===== src/hdl/evg_div_cell.sv =====
// One restoring division cell: develops one quotient bit and passes the word on.
`default_nettype none

module evg_div_cell #(
   parameter int RW = 32,
   parameter int QW = 16,
   parameter int TW = 1
) (
   input  wire logic          clock,
   input  wire logic          reset,
   input  wire logic          en,
   input  wire logic          valid_i,
   input  wire logic [RW-1:0] rem_i,
   input  wire logic [RW-1:0] den_i,
   input  wire logic [QW-1:0] low_i,
   input  wire logic [TW-1:0] tag_i,
   output logic               valid_o,
   output logic      [RW-1:0] rem_o,
   output logic      [RW-1:0] den_o,
   output logic      [QW-1:0] low_o,
   output logic      [TW-1:0] tag_o
);

   logic          valid_ff;
   logic [RW-1:0] rem_ff, rem_in;
   logic [RW-1:0] den_ff;
   logic [QW-1:0] low_ff, low_in;
   logic [TW-1:0] tag_ff;
   logic [RW:0]   trial;
   logic          ge;

   // Shift the next dividend bit in and try a subtraction.
   always_comb begin
      trial  = {rem_i, low_i[QW-1]};
      ge     = trial >= {1'b0, den_i};
      rem_in = ge ? RW'(trial - {1'b0, den_i}) : trial[RW-1:0];
      low_in = {low_i[QW-2:0], ge};
   end

   always_ff @(posedge clock) begin
      if (reset) begin
         valid_ff <= 1'b0;
      end else if (en) begin
         valid_ff <= valid_i;
      end
   end

   always_ff @(posedge clock) begin
      if (en) begin
         rem_ff <= rem_in;
         den_ff <= den_i;
         low_ff <= low_in;
         tag_ff <= tag_i;
      end
   end

   assign valid_o = valid_ff;
   assign rem_o   = rem_ff;
   assign den_o   = den_ff;
   assign low_o   = low_ff;
   assign tag_o   = tag_ff;

endmodule

`default_nettype wire


===== config.mk =====
export PLATFORM = sky130hd
export DESIGN_NAME = evg_div_cell
export DESIGN_NICKNAME = d
export VERILOG_FILES = /design/src/hdl/evg_div_cell.sv
export SDC_FILE = /design/constraint.sdc
export NUM_CORES = 1
export LEC_CHECK = 0
export ABC_CLOCK_PERIOD_IN_PS = 6100
export BUFFER_PORTS_ARGS = -buffer_cell sky130_fd_sc_hd__buf_2
export CAP_MARGIN = 20
export CORE_UTILIZATION = 30
export DETAILED_ROUTE_END_ITERATION = 8
export SLEW_MARGIN = 25
export SYNTH_ARGS = -nofsm -noshare
export SYNTH_HDL_FRONTEND = slang
export SYNTH_SLANG_ARGS = --single-unit

===== constraint.sdc =====
create_clock -name clock -period 6.1 [get_ports clock]
set_clock_uncertainty 0.05 [all_clocks]
set_input_delay 1.22 -clock clock [delete_from_list [all_inputs] [get_ports clock]]
set_output_delay 1.22 -clock clock [all_outputs]
set_load 0.05 [all_outputs]

==> metrics.txt <==
number of standard cells in the layout, taps in and fillers out 782; required time at the worst-slack endpoint 6150 ps; library cell contributing the largest single delay on the critical path sky130_fd_sc_hd__fa_1; average vias per placed instance 4.80; post-layout util 39.7%; sinks on the clock net 82; number of nets in the final layout 707; vias in the first global route 3716; worst max-slew margin expressed relative to the limit 48.5%; overall routing resource usage 14.6%; mapped cell area 4670 sq um; hold buffer count at cts 0; ANT nets after route 0; fraction of layout instances using a drive strength above 1 32.7%; buffer depth of the longest clock path 2; Net Switching 0.647 mW; switching share of power 33.1%; synth warn 0; final slew viol count 0; power per cell area 324 nW/um^2; TritonCTS clock tree done; final HPWL from detailed placement 8830 um; Post-Syn Area per Cell 10.9 sq um; Post-synth EDFFs 81; Final TNS setup 0 ps; P_int 1.31 mW; main flop type after synthesis sky130_fd_sc_hd__edfxtp_1; Starting Density 30.7%; RSZ-0062 raised after global routing false; clock root buffer master sky130_fd_sc_hd__clkbuf_16; number of distinct library cells after synthesis 48; Cell Chain, Critical Path buf_2, inv_1, ha_1, fa_1, nand2b_1, a21oi_1, o21ai_0, o311a_1, a31oi_1, a21oi_1, o41ai_1, xor2_1, mux2_1; Die Footprint 16100 sq um; source-to-sink clock delay at the later pin of the worst-skew pair 340 ps; Inserted Clock Buffers 9; Critical Path Fanout Max 4; sort of element at the end of the critical path register; total power 1.95 mW; die width 127 um; H-tree depth reported by CTS 3; part of the cycle the worst path needs 68.4%; Worst VDD drop 0.127 mV; maximum number of pins on one net before global-route repair 83; post-synth net total 545; Crit path top cell by count sky130_fd_sc_hd__a21oi_1; placed instance count 766; final setup violation count 0; count of cells resized by post-cts repair 0; area of the core region 15200 sq um; startpoint-to-endpoint class of the critical path in -> reg; routability cong. 0.880; instance count of the mapped netlist 427; worst-margin pin slew 773 ps; crit path time final 4170 ps; Detailed Route Iter0 Violations 214; detail-routed net length per standard cell 14.7 um; power share of the sequential group 36.4%; LEAKAGE 2.70 nW; post-synthesis register bit count 82; Cell Rows 45; vias after detailed routing 3757; Remaining DRCs 0; result of the run complete, no violations; number of hold-slack violations in the final timing report 0; peak clock frequency supported by timing 240 MHz; final hold slack 485 ps; y dimension of the die 127 um; MaxCap Viol Count 0; nature of the critical path startpoint input pin; share of async-settable or async-resettable flops after synthesis 0%; Reg clk slew, reported paths 60 ps; first-pass GRT wire length 18000 um; buffer count from post-CTS setup fixing 0; P&R area growth vs syn 29.3%; relative contribution of combinational cells to total power 29.3%; routed wire length 11500 um; count of input and output buffers 166; antenna diode instance count 0; number of antenna violations at the first check in global routing 0; max incr delay on CP 400 ps; Remaining Overflow, GRT 0; num ports 167; share of the yosys chip area belonging to registers 52.5%; proportion of power drawn by the clock network 34.3%; Arrival @ worst endpoint 4220 ps; class of the tightest hold or removal check reg -> reg; iteration count of the initial detailed-routing pass 4
==> cell families after synthesis <==
family | Yosys count | share of synthesized area (%)
compound gates | 118 | 15.7
flops | 82 | 52.5
buf+inv | 55 | 4.90
mux | 13 | 3.05
simple gates | 99 | 9.77
fa+ha+maj | 33 | 9.00
xor+xnor | 27 | 5.06
==> routing by layer <==
layer | global-route usage, % | wire [um] | vias up
met5 | 0 | 0 | -
met1 | 17.5 | 5110 | 1745
met2 | 23.7 | 5320 | 111
met4 | 7.21 | 247 | 0
li1 | - | - | 1887
met3 | 4.56 | 801 | 14
==> area by class of cell <==
type                    instances  area (sq um)
flip-flops and latches         82          2450
repair buffers                168           852
clock inverters                 6           138
multi-input cells             290          1990
well taps                     188           235
inverters                      38           143
fillers                      1521          9160
clock buffers                  10           229
==> power by group through the flow <==
stage	sequential [mW]	clock [mW]	combinational [mW]
after floorplan	0.947	0	0.205
after global placement	0.723	0	0.571
after detailed placement	0.724	0	0.574
after CTS	0.713	0.693	0.576
after global routing	0.718	0.706	0.617
final	0.711	0.670	0.573
==> Yosys cell counts (all sizes together) (4+ instances only) <==
cell type | number | area, sq um
o21a | 6 | 45.0
a21o | 12 | 90.1
xnor2 | 16 | 140
nor4 | 4 | 25.0
edfxtp | 81 | 2430
nand2 | 27 | 101
nand4 | 7 | 43.8
o211ai | 4 | 30.0
buf | 11 | 62.6
nand3 | 8 | 40.0
clkbuf | 6 | 23.8
a211oi | 4 | 35.0
a31oi | 5 | 31.3
ha | 32 | 400
inv | 38 | 143
nor2 | 37 | 139
a21oi | 54 | 270
nand2b | 4 | 25.0
mux2 | 10 | 113
xor2 | 11 | 96.3
o21ai | 17 | 88.8
==> flip-flops by register name (all words and copies together), names as in the netlist <==
name / flops
den_o: 32
low_o: 16
rem_o: 32
tag_o: 1
valid_o: 1
==> cell usage in the layout, fill, tap and decap left out, types with 8 or more instances in the layout <==
| cell type | instances |
|---|---|
| sky130_fd_sc_hd__xnor2_1 | 16 |
| sky130_fd_sc_hd__a21oi_1 | 54 |
| sky130_fd_sc_hd__nand2_1 | 27 |
| sky130_fd_sc_hd__xor2_1 | 11 |
| sky130_fd_sc_hd__edfxtp_1 | 81 |
| sky130_fd_sc_hd__nand3_1 | 8 |
| sky130_fd_sc_hd__o21ai_0 | 16 |
| sky130_fd_sc_hd__nor2_1 | 37 |
| sky130_fd_sc_hd__clkbuf_16 | 9 |
| sky130_fd_sc_hd__buf_2 | 165 |
| sky130_fd_sc_hd__inv_1 | 38 |
| sky130_fd_sc_hd__ha_1 | 32 |
| sky130_fd_sc_hd__a21o_1 | 12 |
==> worst max-delay path, delay by kind of cell <==
family / cells / cell delay, ps
buf+inv: 2 / 130
xor+xnor: 1 / 120
mux: 1 / 300
compound gates: 6 / 1670
fa+ha+maj: 2 / 600
simple gates: 1 / 180
==> per-stage QoR <==
step           worst slack (ps)  area, sq um
2_1_floorplan              2060         4670
3_3_place_gp               1790         5670
3_5_place_dp               1620         5670
4_1_cts                    1990         6040
5_1_grt                    1790         6040
6_report                   1930         6040
==> final timing paths <==
path	start	depth (start not counted)	to	slack, ps
max	low_i[15]	13	rem_o[30]	1930
min	valid_o	2	valid_o	490
max reg2reg	valid_o	2	valid_o	5440
min reg2reg	valid_o	2	valid_o	490
No activity file was read; power rests on OpenSTA's default activity.
