<file path="src/hdl/evg_pkg.sv">
// Shared constants, an arctangent lookup function and pipeline tag types for the ellipse vertex generator.
`default_nettype none

package evg_pkg;

   // Parameter defaults.
   localparam int MAX_POINTS_DEF    = 1024;
   localparam int CORDIC_STAGES_DEF = 16;
   localparam int ATAN_LEN          = 24;

   // Fixed field and datapath widths.
   localparam int COUNT_W = 11;
   localparam int DATA_W  = 32;
   localparam int PHASE_W = 32;
   localparam int ANG_W   = 33;
   localparam int CRD_W   = 34;
   localparam int OFS_W   = 34;
   localparam int MAG_W   = 32;
   localparam int SQ_W    = 64;
   localparam int QUO_W   = 16;
   localparam int NRM_W   = 16;
   localparam int ADDR_W  = 5;

   // Fixed-point constants in Q2.30.
   localparam logic [30:0] HALF_PI_Q30     = 31'd1686629713;
   localparam logic [31:0] CORDIC_GAIN_Q30 = 32'd652032874;

   // Register indexes.
   localparam logic [2:0] REG_CENTER_X    = 3'd0;
   localparam logic [2:0] REG_CENTER_Y    = 3'd1;
   localparam logic [2:0] REG_FULL_WIDTH  = 3'd2;
   localparam logic [2:0] REG_FULL_HEIGHT = 3'd3;
   localparam logic [2:0] REG_DEPTH_Z     = 3'd4;
   localparam logic [2:0] REG_POINT_COUNT = 3'd5;
   localparam logic [2:0] REG_FILL_MODE   = 3'd6;

   // Arctangent of 2^-k in Q2.30.
   function automatic logic [31:0] atan_q30(input int k);
      logic [31:0] v;
      unique case (k)
         0:  v = 32'h3243F6A8;
         1:  v = 32'h1DAC6705;
         2:  v = 32'h0FADBAFC;
         3:  v = 32'h07F56EA6;
         4:  v = 32'h03FEAB76;
         5:  v = 32'h01FFD55B;
         6:  v = 32'h00FFFAAA;
         7:  v = 32'h007FFF55;
         8:  v = 32'h003FFFEA;
         9:  v = 32'h001FFFFD;
         10: v = 32'h000FFFFF;
         11: v = 32'h0007FFFF;
         12: v = 32'h0003FFFF;
         13: v = 32'h0001FFFF;
         14: v = 32'h0000FFFF;
         15: v = 32'h00007FFF;
         16: v = 32'h00003FFF;
         17: v = 32'h00001FFF;
         18: v = 32'h00000FFF;
         19: v = 32'h000007FF;
         20: v = 32'h000003FF;
         21: v = 32'h000001FF;
         22: v = 32'h000000FF;
         23: v = 32'h0000007F;
         default: v = 32'h0;
      endcase
      return v;
   endfunction

   // Sideband through the phase divider.
   typedef struct packed {
      logic center;
      logic err;
   } div_tag_type;

   // Sideband through the rotator.
   typedef struct packed {
      logic       center;
      logic       err;
      logic [1:0] quad;
   } rot_tag_type;

   // Sideband once the offsets are known.
   typedef struct packed {
      logic              center;
      logic              err;
      logic              zero;
      logic              sx;
      logic              sy;
      logic [DATA_W-1:0] px;
      logic [DATA_W-1:0] py;
   } vec_tag_type;

   // Sideband through the square root chain.
   typedef struct packed {
      vec_tag_type      vec;
      logic [MAG_W-1:0] ax;
      logic [MAG_W-1:0] ay;
   } root_tag_type;

endpackage

`default_nettype wire

</file>
<file path="src/hdl/evg_sqrt_cell.sv">
// One digit-by-digit integer square root cell, settling one result bit.
`default_nettype none

module evg_sqrt_cell #(
   parameter int K  = 0,
   parameter int TW = 1
) (
   input  wire logic                       clock,
   input  wire logic                       reset,
   input  wire logic                       en,
   input  wire logic                       valid_i,
   input  wire logic [evg_pkg::SQ_W-1:0]   s_i,
   input  wire logic [evg_pkg::SQ_W-1:0]   r_i,
   input  wire logic [TW-1:0]              tag_i,
   output logic                            valid_o,
   output logic [evg_pkg::SQ_W-1:0]        s_o,
   output logic [evg_pkg::SQ_W-1:0]        r_o,
   output logic [TW-1:0]                   tag_o
);

   localparam logic [evg_pkg::SQ_W-1:0] BIT =
      evg_pkg::SQ_W'(1) << (evg_pkg::SQ_W - 2 - 2 * K);

   logic                      valid_ff;
   logic [evg_pkg::SQ_W-1:0]  s_ff, s_in, r_ff, r_in;
   logic [TW-1:0]             tag_ff;
   logic [evg_pkg::SQ_W:0]    trial;
   logic                      ge;

   // Subtract the trial square when it fits.
   always_comb begin
      trial = {1'b0, r_i} + {1'b0, BIT};
      ge    = {1'b0, s_i} >= trial;
      s_in  = ge ? s_i - trial[evg_pkg::SQ_W-1:0] : s_i;
      r_in  = ge ? (r_i >> 1) + BIT : r_i >> 1;
   end

   always_ff @(posedge clock) begin
      if (reset) begin
         valid_ff <= 1'b0;
      end else if (en) begin
         valid_ff <= valid_i;
      end
   end

   always_ff @(posedge clock) begin
      if (en) begin
         s_ff   <= s_in;
         r_ff   <= r_in;
         tag_ff <= tag_i;
      end
   end

   assign valid_o = valid_ff;
   assign s_o     = s_ff;
   assign r_o     = r_ff;
   assign tag_o   = tag_ff;

endmodule

`default_nettype wire

</file>
<file path="config.mk">
export PLATFORM = sky130hd
export DESIGN_NAME = evg_sqrt_cell
export DESIGN_NICKNAME = d
export VERILOG_FILES = /design/src/hdl/evg_pkg.sv /design/src/hdl/evg_sqrt_cell.sv
export SDC_FILE = /design/constraint.sdc
export NUM_CORES = 1
export LEC_CHECK = 0
export ABC_AREA = 1
export BUFFER_PORTS_ARGS = -buffer_cell sky130_fd_sc_hd__buf_2
export CAP_MARGIN = 20
export CELL_PAD_IN_SITES_DETAIL_PLACEMENT = 1
export CELL_PAD_IN_SITES_GLOBAL_PLACEMENT = 2
export CORE_MARGIN = 10
export CORE_UTILIZATION = 26
export DETAILED_ROUTE_END_ITERATION = 16
export PLACE_DENSITY = 0.84
export SLEW_MARGIN = 20
export SYNTH_ARGS = -nofsm -noshare
export SYNTH_HDL_FRONTEND = slang
export SYNTH_SLANG_ARGS = --single-unit
</file>
<file path="constraint.sdc">
create_clock -name clock -period 1.8 [get_ports clock]
set_input_delay 0.09 -clock clock [delete_from_list [all_inputs] [get_ports clock]]
set_output_delay 0.09 -clock clock [all_outputs]
set_load 0.01 [all_outputs]
</file>
==> results_dict.tcl <==
set metrics [dict create \
    numCtsBuffers 17 \
    final_nets 2633 \
    viasPerCell 4.35 \
    path_max_fanout 8 \
    worstSetupEndpointType "flip-flop" \
    peakVddDrop_v 0.000892 \
    max_slew_margin_pct 71.7 \
    cts-htree-levels 4 \
    cts_tree "done" \
    grt_max_degree 39 \
    fp.dieArea_mm2 0.0521 \
    drt_pre_antenna_iters 4 \
    cp.arrival_ps 2020 \
    die_h_um 228 \
    area.growth.synth_to_final_pct 68.8 \
    dpl.hpwl_um 45600 \
    clock_power_share_pct 27.8 \
    grt_first_pass_wirelength_um 83900 \
    root_buffer "clkbuf_16" \
    seq_power_share_pct 30.2 \
    clkSinkCount 130 \
    status "finished, final reports clean" \
    drt_iter0_drc 485 \
    dpl_cell_area_mm2 0.0162 \
    ys.flop_type "edfxtp_1" \
    gr-usage-all-layers_pct 21.0 \
    clk_pin_slew_ps 60 \
    antenna_left 0 \
    n_antenna_cell 0 \
    gr-total-overflow 0 \
    syn_inst 1732 \
    final_layout_size_suffix_gt1_share_pct 38.2 \
    synth_cell_types 32 \
    combPwrFrac_pct 42.0 \
    holdWs_ps 40.5 \
    finalCritPeriodShare_pct 98.2 \
    synth_nets 1931 \
    ys_seq_elements 130 \
    num_vias 13200 \
    core_mm2 0.0430 \
    async_flop_share_pct 0 \
    setup_viol 0 \
    maxCapViolations 0 \
    finish.instance_area_mm2 0.0190 \
    drc 0 \
    grt_pass1_vias 14300 \
    maxSlewViolCount 0 \
    hold_viol_final 0 \
    min_path_type "in2reg" \
    io_pins 263 \
    yosys_warnings 0 \
    fmax_ghz 0.566 \
    clk_latency_ps 500 \
    io_buffers 262 \
    swShare_pct 35.9 \
    power_density_mw_per_mm2 674 \
    p_int_mw 8.23 \
    antenna_found_initial 0 \
    wirelength_um 56000 \
    die_w_um 228 \
    clk_path_buf_depth 2 \
    critical_path_class "in2reg" \
    synth-edff-count 129 \
    cp.required_ps 2050 \
    ys_seq_area_share_pct 34.5 \
    power_switching_mw 4.60 \
    clock_skew_ps 0 \
    finalCriticalPeriod_ps 1770 \
    p_leak_nw 10.1 \
    worst_pin_slew_ps 420 \
    gp_congestion 0.891 \
    num_rows 76 \
    start_util_pct 26.2 \
    syn_area_mm2 0.0113 \
    wl_per_cell_um 18.5 \
    rsz0062_at_grt "true" \
    start_kind "primary input" \
    avgSynthCellArea_um2 6.51 \
]
[sequential cells by signal (all words and copies together), names as in the netlist]
register / cells
s_o: 64
r_o: 64
valid_o: 1
tag_o: 1
[cell families after synthesis]
family / synth area share [%]
buffers and inverters: 15.4
AO/OA/AOI/OAI: 2.25
AND/OR/NAND/NOR: 37.9
multiplexers: 0.0888
XOR/XNOR: 2.41
flip-flops: 34.5
adder cells (fa/ha/maj): 7.39
[placed cells by master (no fill, tap or decap), types with 3 or more instances in the layout]
cell type | Yosys | routed
nor2_1 | 97 | 60
ha_4 | 0 | 56
dlygate4sd3_1 | 0 | 117
nand4_1 | 7 | 7
buf_12 | 2 | 8
nor2_4 | 0 | 17
nand2_1 | 705 | 604
inv_4 | 0 | 3
nand3_1 | 131 | 114
nand3_4 | 0 | 5
inv_1 | 401 | 366
o21ai_0 | 8 | 4
clkinvlp_4 | 0 | 6
a21oi_1 | 41 | 34
a21oi_2 | 1 | 7
edfxtp_1 | 129 | 129
nor4_1 | 6 | 5
buf_6 | 8 | 12
nor2_2 | 21 | 41
clkbuf_16 | 0 | 22
nor3_1 | 8 | 7
xor2_1 | 30 | 30
buf_4 | 6 | 303
buf_2 | 5 | 258
nand3_2 | 1 | 13
clkbuf_1 | 0 | 4
nand2_4 | 1 | 20
ha_1 | 65 | 8
and3_1 | 3 | 3
nand2_8 | 0 | 3
nand2_2 | 27 | 106
inv_2 | 5 | 36
nand3b_1 | 16 | 16
[final timing paths]
kind | slack [ps] | depth (start not counted) | to | start
worst max-delay path | 30 | 16 | s_o[24]$_DFFE_PP_ | r_i[54]
worst min-delay path | 40 | 4 | s_o[59]$_DFFE_PP_ | s_i[59]
worst max register to register | 650 | 3 | valid_o$_SDFFE_PP0P_ | valid_o$_SDFFE_PP0P_
worst min register to register | 1060 | 3 | valid_o$_SDFFE_PP0P_ | valid_o$_SDFFE_PP0P_
[worst max-delay path, cell delays in order]
cell and delay, ps:
buf_2 110, inv_1 90, ha_4 220, nand2_1 80
nand2_1 90, a21oi_2 160, and2_4 160, nor2_1 60
nor2_4 90, nand2_4 60, nor2_4 220, nand2_8 120
buf_12 170, clkbuf_16 170, nand2_2 60, nand2_1 50
[timing repair]
item / CTS / global route
pin swaps: 4 / 28
setup endpoints to repair: 66 / 66
cloned: 0 / 5
hold buffers: 117 / 0
hold endpoints to repair: 137 / 0
resized for setup: 30 / 223
setup buffers: 1 / 15
[synth_stat cells (2+ instances only)]
cell type	number	area (um^2)
nor3_1	8	40.0
o21ai_0	8	40.0
nor2_2	21	131
buf_12	2	40.0
ha_1	65	813
nand4_1	7	43.8
and3_1	3	18.8
inv_2	5	18.8
buf_2	5	25.0
buf_6	8	90.1
xor2_1	30	263
buf_4	6	45.0
nand2_2	27	169
nand2_1	705	2650
nor4_1	6	37.5
nand3b_1	16	120
nand3_1	131	656
nor2_1	97	364
a21oi_1	41	205
edfxtp_1	129	3870
inv_1	401	1510
[per-stage QoR]
step                instances  util (%)  worst slack (ps)  total power [mW]  TNS [ps]
floorplan                1732         -             -4.30              6.24      -149
global placement         2862      37.7              -761              8.51    -48710
detailed placement       2862      37.7              -788              8.62    -50210
CTS                      3012      42.0              8.57              12.5         0
global route             3032      44.3             -49.0              13.6     -1280
finish                   3032      44.3              33.2              12.8         0
[area by class of cell]
cell class / instances / area, um^2
Clock buffer: 22 / 454
Inverter: 406 / 1540
Sequential cell: 130 / 3890
Fill cell: 5512 / 23900
Multi-Input combinational cell: 1174 / 7100
Clock inverter: 10 / 115
Tap cell: 585 / 732
Timing Repair Buffer: 705 / 5200
[per-layer routing]
layer / wire length, um / global-route usage [%] / up-vias
met5: 0 / 0 / -
met4: 743 / 5.21 / 0
met3: 2040 / 3.87 / 38
met2: 27700 / 36.5 / 207
met1: 25500 / 26.4 / 6283
li1: - / - / 6652
[power by group through the flow]
stage | logic [mW] | registers [mW] | clock network [mW]
floorplan | 2.13 | 4.11 | 0
global placement | 4.58 | 3.93 | 0
detailed placement | 4.68 | 3.94 | 0
CTS | 4.95 | 3.88 | 3.70
global route | 5.90 | 3.90 | 3.77
finish | 5.39 | 3.87 | 3.57
No activity file was read; power rests on OpenSTA's default activity.
