### src/hdl/evg_pkg.sv
// Shared constants, an arctangent lookup function and pipeline tag types for the ellipse vertex generator.
`default_nettype none

package evg_pkg;

   // Parameter defaults.
   localparam int MAX_POINTS_DEF    = 1024;
   localparam int CORDIC_STAGES_DEF = 16;
   localparam int ATAN_LEN          = 24;

   // Fixed field and datapath widths.
   localparam int COUNT_W = 11;
   localparam int DATA_W  = 32;
   localparam int PHASE_W = 32;
   localparam int ANG_W   = 33;
   localparam int CRD_W   = 34;
   localparam int OFS_W   = 34;
   localparam int MAG_W   = 32;
   localparam int SQ_W    = 64;
   localparam int QUO_W   = 16;
   localparam int NRM_W   = 16;
   localparam int ADDR_W  = 5;

   // Fixed-point constants in Q2.30.
   localparam logic [30:0] HALF_PI_Q30     = 31'd1686629713;
   localparam logic [31:0] CORDIC_GAIN_Q30 = 32'd652032874;

   // Register indexes.
   localparam logic [2:0] REG_CENTER_X    = 3'd0;
   localparam logic [2:0] REG_CENTER_Y    = 3'd1;
   localparam logic [2:0] REG_FULL_WIDTH  = 3'd2;
   localparam logic [2:0] REG_FULL_HEIGHT = 3'd3;
   localparam logic [2:0] REG_DEPTH_Z     = 3'd4;
   localparam logic [2:0] REG_POINT_COUNT = 3'd5;
   localparam logic [2:0] REG_FILL_MODE   = 3'd6;

   // Arctangent of 2^-k in Q2.30.
   function automatic logic [31:0] atan_q30(input int k);
      logic [31:0] v;
      unique case (k)
         0:  v = 32'h3243F6A8;
         1:  v = 32'h1DAC6705;
         2:  v = 32'h0FADBAFC;
         3:  v = 32'h07F56EA6;
         4:  v = 32'h03FEAB76;
         5:  v = 32'h01FFD55B;
         6:  v = 32'h00FFFAAA;
         7:  v = 32'h007FFF55;
         8:  v = 32'h003FFFEA;
         9:  v = 32'h001FFFFD;
         10: v = 32'h000FFFFF;
         11: v = 32'h0007FFFF;
         12: v = 32'h0003FFFF;
         13: v = 32'h0001FFFF;
         14: v = 32'h0000FFFF;
         15: v = 32'h00007FFF;
         16: v = 32'h00003FFF;
         17: v = 32'h00001FFF;
         18: v = 32'h00000FFF;
         19: v = 32'h000007FF;
         20: v = 32'h000003FF;
         21: v = 32'h000001FF;
         22: v = 32'h000000FF;
         23: v = 32'h0000007F;
         default: v = 32'h0;
      endcase
      return v;
   endfunction

   // Sideband through the phase divider.
   typedef struct packed {
      logic center;
      logic err;
   } div_tag_type;

   // Sideband through the rotator.
   typedef struct packed {
      logic       center;
      logic       err;
      logic [1:0] quad;
   } rot_tag_type;

   // Sideband once the offsets are known.
   typedef struct packed {
      logic              center;
      logic              err;
      logic              zero;
      logic              sx;
      logic              sy;
      logic [DATA_W-1:0] px;
      logic [DATA_W-1:0] py;
   } vec_tag_type;

   // Sideband through the square root chain.
   typedef struct packed {
      vec_tag_type      vec;
      logic [MAG_W-1:0] ax;
      logic [MAG_W-1:0] ay;
   } root_tag_type;

endpackage

`default_nettype wire

### src/hdl/evg_cordic_cell.sv
// One rotation-mode CORDIC cell with a fixed shift.
`default_nettype none

module evg_cordic_cell #(
   parameter int K  = 0,
   parameter int TW = 4
) (
   input  wire logic                        clock,
   input  wire logic                        reset,
   input  wire logic                        en,
   input  wire logic                        valid_i,
   input  wire logic signed [evg_pkg::CRD_W-1:0] x_i,
   input  wire logic signed [evg_pkg::CRD_W-1:0] y_i,
   input  wire logic signed [evg_pkg::ANG_W-1:0] z_i,
   input  wire logic [TW-1:0]                tag_i,
   output logic                             valid_o,
   output logic signed [evg_pkg::CRD_W-1:0] x_o,
   output logic signed [evg_pkg::CRD_W-1:0] y_o,
   output logic signed [evg_pkg::ANG_W-1:0] z_o,
   output logic [TW-1:0]                    tag_o
);

   localparam logic signed [evg_pkg::ANG_W-1:0] ATAN =
      evg_pkg::ANG_W'(evg_pkg::atan_q30(K));

   logic                             valid_ff;
   logic signed [evg_pkg::CRD_W-1:0] x_ff, x_in, y_ff, y_in;
   logic signed [evg_pkg::ANG_W-1:0] z_ff, z_in;
   logic [TW-1:0]                    tag_ff;

   // Rotate toward zero residual angle.
   always_comb begin
      if (!z_i[evg_pkg::ANG_W-1]) begin
         x_in = x_i - (y_i >>> K);
         y_in = y_i + (x_i >>> K);
         z_in = z_i - ATAN;
      end else begin
         x_in = x_i + (y_i >>> K);
         y_in = y_i - (x_i >>> K);
         z_in = z_i + ATAN;
      end
   end

   always_ff @(posedge clock) begin
      if (reset) begin
         valid_ff <= 1'b0;
      end else if (en) begin
         valid_ff <= valid_i;
      end
   end

   always_ff @(posedge clock) begin
      if (en) begin
         x_ff   <= x_in;
         y_ff   <= y_in;
         z_ff   <= z_in;
         tag_ff <= tag_i;
      end
   end

   assign valid_o = valid_ff;
   assign x_o     = x_ff;
   assign y_o     = y_ff;
   assign z_o     = z_ff;
   assign tag_o   = tag_ff;

endmodule

`default_nettype wire

### config.mk
export PLATFORM = sky130hd
export DESIGN_NAME = evg_cordic_cell
export DESIGN_NICKNAME = d
export VERILOG_FILES = /design/src/hdl/evg_pkg.sv /design/src/hdl/evg_cordic_cell.sv
export SDC_FILE = /design/constraint.sdc
export NUM_CORES = 1
export LEC_CHECK = 0
export ABC_AREA = 1
export BUFFER_PORTS_ARGS = -buffer_cell sky130_fd_sc_hd__buf_4
export CAP_MARGIN = 20
export CORE_AREA = 2 2 164 206
export CTS_BUF_LIST = sky130_fd_sc_hd__clkbuf_4
export DETAILED_ROUTE_END_ITERATION = 8
export DIE_AREA = 0 0 166 208
export SLEW_MARGIN = 10
export SYNTH_ARGS = -nofsm -noshare
export SYNTH_HDL_FRONTEND = slang
export SYNTH_SLANG_ARGS = --single-unit
### constraint.sdc
create_clock -name clock -period 3.9 [get_ports clock]
set_input_delay 1.17 -clock clock [delete_from_list [all_inputs] [get_ports clock]]
set_output_delay 1.17 -clock clock [all_outputs]
set_load 0.1 [all_outputs]
==> results.toml, run 1 <==
[outcome]
status = "completed"

[place]
place_ws_ns = 0.218
port-buffer-count = 214
gp_congestion = 0.973
place_inst = 2446
placed_area_sq_mm = 0.0142
dp_hpwl_microns = 38100

[min_path]
hp-start = "valid_o"
worstHoldPathType = "register to register"
holdPathStages = 2
min_to = "valid_o"

[critical_path]
rr_worst_depth = 2
path_class = "primary input to register"
crit_path_cell_trace = "buf_4, inv_1, ha_1, inv_1, nand2_1, nand2_1, nand2_1, nand2_1, a21oi_1, nand2_1, nand2_1, nand3_1, nand3_1, nand2_1"
r2r_slack_ns = 3.29
reg2reg_to = "valid_o"
slowest_stage = "ha_1"
crit_path_start_kind = "primary input"
worstPathMaxFanout = 10
worstPathArrival_ns = 3.40
crit_required_ns = 4.25
cpPeakStageDelay_ns = 0.56
reg2reg_from = "valid_o"
worst_setup_path_end_kind = "register"
cp-startpoint = "x_i[10]"
crit_top_cell = "nand2_1"

[logic_synthesis]
async_flop_share = 0
synth_edf_count = 104
syn_inst = 1848
syn_avg_cell_area_sq_um = 6.64
ys_seq_area_frac = 0.256
synth_ff_type = "edfxtp_1"
ys_seq_elements = 105
synth_cell_type_count = 48
syn-num-nets = 2089
yosysWarnings = 0
syn-cell-area_sq_mm = 0.0123

[global_route]
grt_pass1_vias = 12800
grtUsageMet3 = 0.0291
antenna_found_initial = 2
use_met2 = 0.464
use_met1 = 0.314
grt_busiest_layer = "met2"
grt_pass1_wl_microns = 69900
grt_use_total = 0.258
grt_overflow_total = 0
grt_max_degree = 76

[route]
first_pass_iters = 6
post_drt_wl_per_cell_microns = 18.3
totalWireLength_microns = 45100
drtAntennaViolNets = 0
first_iter_violations = 919
vias_per_cell = 5.23
route.detailed.drc = 0
vias = 12900

[timing]
worstMarginPinSlew_ns = 0.848
period_share = 0.781
post-route-min-period_ns = 3.05
fmax_mhz = 328
setup_viol = 0
rsz0062_at_grt = "no"
worst_hold_slack_ns = 0.541
finalMaxSlewViolations = 0
relSlewSlack = 0.434
fin_ws_ns = 0.853
setup-tns-final_ns = 0
clock_skew_ns = 0
hold_viol = 0

[floorplanning]
io_pins = 215
start_util = 0.377
die-area_sq_mm = 0.0345
row_count = 74
die_h_microns = 208
dieWidth_microns = 166
core-area_sq_mm = 0.0325

[layout]
final_core_util = 0.441
layout-drive-gt1-share = 0.151
fillers = 3513
postLayoutCellArea_sq_mm = 0.0143
final_nets = 2280
area_delta_synth_final_pct = 16.8
stdcell_count = 2465

[clock_network]
cts_tree = "done"
cts_htree_levels = 3
ctsHoldBuffers = 0
clock-sinks = 105
clkTransAtPathRegs_ns = 0.17
clock_latency_ns = 0.57
postCtsResizedCells = 0
cts_max_path_buffers = 2
cts_buffers = 9
cts_setup_buffers = 0
clockRootBuffer = "clkbuf_4"

[power]
peakVddDrop_v = 0.000305
p_leak_nw = 7.17
total_power_mw = 5.23
powerDensity_mw_per_mm2 = 365

[flow_run]
drv_cap = 0
-- report_power, final --
part	switching (mW)	internal, mW
Combinational	2.33	0.729
Sequential	0.0595	1.45
Clock	0.456	0.200
Total	2.85	2.38
-- layout by cell type, fill, tap and decap left out, drive strengths merged, types with 3 or more instances in the layout --
cell type,n
nor3,23
a31oi,3
o22ai,7
inv,273
o21a,3
nand4,23
buf,226
ha,128
xnor2,4
diode,3
clkbuf,9
or2,4
a21o,8
nand3,182
edfxtp,104
nand3b,5
a21oi,147
o21bai,14
nand2,533
o211ai,5
nor4,4
fa,4
xor2,42
o21ai,111
nor2,167
-- area by class of cell --
type	instances	area (sq um)	share of cell area
flip-flops and latches	105	3140	0.219
diodes	3	7.51	0.000524
multi-input cells	1426	7780	0.543
inverters	271	1020	0.0710
clock buffers	9	67.6	0.00471
well taps	418	523	0.0365
repair buffers	226	1710	0.119
clock inverters	7	77.6	0.00541
-- worst max path at each step --
stage	end
CTS	x_o[24]
finish	y_o[29]
global route	x_o[24]
global placement	y_o[33]
floorplan	z_o[26]
detailed placement	x_o[24]
-- flip-flops by register name, indices dropped and copies added, names as in the netlist --
signal and count:
x_o 34, y_o 33, z_o 33, tag_o 4, valid_o 1
-- worst max-delay path, delay by kind of cell --
family	cells	cell delay [ns]
and+or+nand+nor	9	1.01
adders and majority gates	1	0.56
buffers and inverters	3	0.35
AOI/OAI and AO/OA	1	0.30
-- cell usage after synthesis (5+ instances only) --
library cell	number	area share
nand2_1	518	0.16
inv_1	257	0.079
nand3_1	181	0.074
nor2_1	149	0.046
a21oi_1	142	0.058
ha_1	128	0.13
edfxtp_1	104	0.25
o21ai_0	100	0.041
xor2_1	42	0.030
nand4_1	22	0.011
buf_4	20	0.012
nor3_1	20	0.0082
nor2_2	16	0.0082
nand2_2	15	0.0076
inv_2	14	0.0043
o21bai_1	14	0.0086
buf_2	12	0.0049
a21o_1	8	0.0049
buf_6	8	0.0073
o21ai_1	8	0.0033
o22ai_1	7	0.0036
a21oi_2	5	0.0036
o211ai_1	5	0.0031
-- routing by layer --
layer | wire length (microns) | vias to the layer above
met5 | 0 | -
met4 | 1580 | 0
met3 | 2570 | 67
li1 | - | 6421
met1 | 18600 | 5955
met2 | 22300 | 445
-- cell families after synthesis --
group / after synthesis / synth area share
simple gates: 943 / 0.329
buf+inv: 317 / 0.109
compound gates: 303 / 0.134
fa+ha+maj: 132 / 0.137
flops: 105 / 0.256
xor+xnor: 46 / 0.0328
mux: 2 / 0.00163
(Power assumes the default switching activity.)
==> run 2, diff against run 1 <==
clock period = 2.51 ns   (was 3.9 ns; I/O delays follow)
==> results.toml, run 2 (synthesis results as in run 1) <==
[critical_path]
crit_required_ns = 2.84
worst_setup_path_end_kind = "register"
worstPathArrival_ns = 2.76
worstPathMaxFanout = 7
cp-startpoint = "x_i[16]"
path_class = "primary input to register"
crit_path_start_kind = "primary input"
reg2reg_from = "valid_o"

[floorplanning]
start_util = 0.377
row_count = 74
die-area_sq_mm = 0.0345
dieWidth_microns = 166
die_h_microns = 208
io_pins = 215
core-area_sq_mm = 0.0325

[timing]
clock_skew_ns = 0
period_share = 0.967
worstMarginPinSlew_ns = 0.742
hold_viol = 0
post-route-min-period_ns = 2.43
relSlewSlack = 0.505
setup_viol = 0
rsz0062_at_grt = "no"
finalMaxSlewViolations = 0
fmax_mhz = 412

[clock_network]
clock_latency_ns = 0.54
clkTransAtPathRegs_ns = 0.18
clock-sinks = 105
cts_tree = "done"
cts_max_path_buffers = 2
ctsHoldBuffers = 0
cts_buffers = 9
clockRootBuffer = "clkbuf_4"
cts_htree_levels = 3

[min_path]
worstHoldPathType = "primary input to register"
hp-start = "reset"

[route]
route.detailed.drc = 0
first_iter_violations = 775
vias_per_cell = 4.98
post_drt_wl_per_cell_microns = 16.6
first_pass_iters = 6
totalWireLength_microns = 47100
drtAntennaViolNets = 0
vias = 14100

[flow_run]
drv_cap = 0

[layout]
area_delta_synth_final_pct = 40.4
final_nets = 2653
largest_reg_flops = 34
seq_area_sq_mm = 0.00314
layout-drive-gt1-share = 0.286
fillers = 3371
multiInputGateArea_sq_mm = 0.00783
final_common_cell = "buf_4"
final_cell_mix = "buf_4, nand2_1, inv_1"
final_core_util = 0.530
stdcell_count = 2836

[power]
p_leak_nw = 8.98
powerDensity_mw_per_mm2 = 517
peakVddDrop_v = 0.000409

[outcome]
status = "completed"

[place]
place_inst = 2818
gp_congestion = 0.986
dp_hpwl_microns = 40500
port-buffer-count = 214

[global_route]
grt_pass1_vias = 14200
antenna_found_initial = 1
grt_pass1_wl_microns = 74000
grt_max_degree = 60
grt_use_total = 0.270
grt_overflow_total = 0
run 2: per-layer routing:
metal | wire length [microns] | GRT usage | vias up | part of all wire
li1 | - | - | 7168 | -
met4 | 1750 | 0.109 | 0 | 0.037
met5 | 0 | 0 | - | 0
met2 | 23400 | 0.488 | 380 | 0.50
met1 | 20200 | 0.326 | 6493 | 0.43
met3 | 1790 | 0.0274 | 76 | 0.038
run 2: final timing paths:
kind / end / slack, ns / cells after the start
max reg2reg: valid_o / 1.90 / 2
min: valid_o / 0.34 / 2
max: y_o[25] / 0.08 / 12
min reg2reg: valid_o / 0.55 / 2
run 2: report_power, final:
part / total, mW / internal [mW] / switching, mW
clock: 1.03 / 0.329 / 0.698
sequential: 2.36 / 2.26 / 0.101
combinational: 5.51 / 1.74 / 3.77
run 2: metrics by stage:
step,setup slack (ns),setup TNS [ns],power (mW),cell area (sq um),hold slack [ns]
after floorplan,0.00219,0,5.89,12300,0.825
after global placement,-0.593,-22.29,7.84,17000,0.479
after detailed placement,-0.565,-22.71,7.87,17000,0.550
after CTS,0.0704,0,8.91,17200,0.303
after global routing,0.0117,0,9.36,17200,0.316
final,0.0836,0,8.90,17200,0.342
run 2: final cells by class:
| type | count | share of cell area |
|---|---|---|
| multi-input combinational | 1426 | 0.454 |
| timing repair buffer | 599 | 0.265 |
| sequential | 105 | 0.182 |
| inverter | 271 | 0.0592 |
| tap | 418 | 0.0304 |
| clock inverter | 6 | 0.00443 |
| clock buffer | 10 | 0.00436 |
| antenna | 1 | 0.000145 |
run 2: timing repair:
action                     in CTS  in global routing
setup endpoints to repair       0                  9
resized for setup               0                 10
setup buffers                   0                  1
run 2: critical path, stage by stage:
cell     delay (ns)
buf_4          0.08
inv_1          0.03
ha_1           0.41
inv_1          0.09
a21oi_1        0.33
nand2_1        0.16
a21oi_1        0.30
nand3_2        0.20
nand2_1        0.13
nand3_1        0.10
nand3_1        0.10
nand2_1        0.07
==> run 3, diff against run 2 <==
CTS_CLUSTER_SIZE = 28   (was default)
clock period = 2.5 ns   (was 2.51 ns; I/O delays follow)
==> results.toml, run 3 (synthesis results as in run 1) <==
[timing]
finalMaxSlewViolations = 0
post-route-min-period_ns = 2.38
fmax_mhz = 419
fin_ws_ns = 0.116
period_share = 0.954
hold_viol = 0
setup_viol = 0
setup-tns-final_ns = 0
rsz0062_at_grt = "no"
clock_skew_ns = 0
relSlewSlack = 0.509
worstMarginPinSlew_ns = 0.736

[place]
placed_area_sq_mm = 0.0171
dp_hpwl_microns = 40800
gp_congestion = 0.964
place_ws_ns = -0.540
port-buffer-count = 214

[power]
combPwrFrac = 0.628
p_int_mw = 4.25
switching_power_mw = 4.59
seq_power_share = 0.268
peakVddDrop_v = 0.000538
switching_share = 0.519
pwr-share-clk = 0.103
p_leak_nw = 9.02
powerDensity_mw_per_mm2 = 512

[global_route]
grt_pass1_wl_microns = 74100
grt_use_total = 0.271
grt_max_degree = 60
grt_pass1_vias = 14200
grt_overflow_total = 0
antenna_found_initial = 2

[critical_path]
crit_path_start_kind = "primary input"
crit_required_ns = 2.83
worstPathMaxFanout = 7
worstPathArrival_ns = 2.72
worst_setup_path_end_kind = "register"
path_class = "primary input to register"

[route]
drtAntennaViolNets = 0
post_drt_wl_per_cell_microns = 16.7
first_pass_iters = 6
first_iter_violations = 968
totalWireLength_microns = 47600
vias_per_cell = 5.01
route.detailed.drc = 0
vias = 14300

[floorplanning]
die-area_sq_mm = 0.0345
core-area_sq_mm = 0.0325
die_h_microns = 208
dieWidth_microns = 166
start_util = 0.377
io_pins = 215
row_count = 74

[clock_network]
cts_buffers = 9
clock-sinks = 105
cts_max_path_buffers = 2
ctsHoldBuffers = 0
cts_htree_levels = 3
clockRootBuffer = "clkbuf_4"
clock_latency_ns = 0.55
clkTransAtPathRegs_ns = 0.17
cts_tree = "done"

[layout]
largest_reg_flops = 34
fillers = 3294
final_cell_mix = "buf_4, nand2_1, inv_1"
area_delta_synth_final_pct = 40.8
layout-drive-gt1-share = 0.289
multiInputGateArea_sq_mm = 0.00783
final_common_cell = "buf_4"
seq_area_sq_mm = 0.00314
postLayoutCellArea_sq_mm = 0.0173
final_nets = 2661
final_core_util = 0.532

[flow_run]
drv_cap = 0

[min_path]
worstHoldPathType = "primary input to register"

[outcome]
status = "completed"
run 3: cell types whose count changed in the layout (fill, tap and decap cells not counted), moves of 2 or more:
cell	change
clkinv_2	+2
buf_4	+7
nor2_2	+2
nand2_2	-2
nand2_1	+2
nor2_1	-2
run 3: path summary, 6_finish.rpt:
| check | from | endpoint | slack (ns) | depth (start not counted) |
|---|---|---|---|---|
| worst max-delay path | y_i[30] | y_o[33] | 0.12 | 13 |
| worst min-delay path | reset | valid_o | 0.33 | 2 |
| worst min register to register | valid_o | valid_o | 0.53 | 2 |
| worst max register to register | valid_o | valid_o | 1.91 | 2 |
run 3: cell type report:
cell class                      instances  area share
Clock inverter                          7     0.00311
Timing Repair Buffer                  607       0.268
Sequential cell                       105       0.182
Clock buffer                            9     0.00391
Inverter                              271      0.0590
Multi-Input combinational cell       1426       0.453
Antenna cell                            2    0.000290
Tap cell                              418      0.0303
run 3: critical path, stage by stage:
cell and delay (ns):
buf_4 0.12, ha_1 0.46, nand2_2 0.09, nor2_1 0.28
nand2_1 0.25, nor2_4 0.15, nand3_1 0.16, nand3_1 0.16
nor2_1 0.08, nand2_1 0.07, nand2_1 0.04, nand3_1 0.06
nand2_1 0.06
run 3: per-stage QoR:
stage | instances | hold slack [ns] | total power [mW]
after floorplan | 1848 | 0.822 | 5.91
after global placement | 2827 | 0.478 | 7.88
after detailed placement | 2827 | 0.504 | 7.93
after CTS | 2843 | 0.272 | 8.86
after global routing | 2845 | 0.290 | 9.31
final | 2845 | 0.327 | 8.84
run 3: routing by layer:
layer	routed length, microns	global-route usage
met1	19900	0.324
met4	1800	0.118
met5	0	0
met2	23900	0.493
met3	1950	0.0251
run 3: timing repair:
| action | CTS | global route |
|---|---|---|
| setup buffers | 0 | 0 |
| resized for setup | 0 | 8 |
| endpoints found under the setup margin | 0 | 6 |
run 3: power groups by stage:
stage,combinational (mW),sequential (mW),clock [mW]
finish,5.56,2.37,0.914
detailed placement,5.51,2.42,0
global placement,5.47,2.41,0
global route,5.91,2.39,1.00
CTS,5.53,2.38,0.955
floorplan,1.74,4.17,0
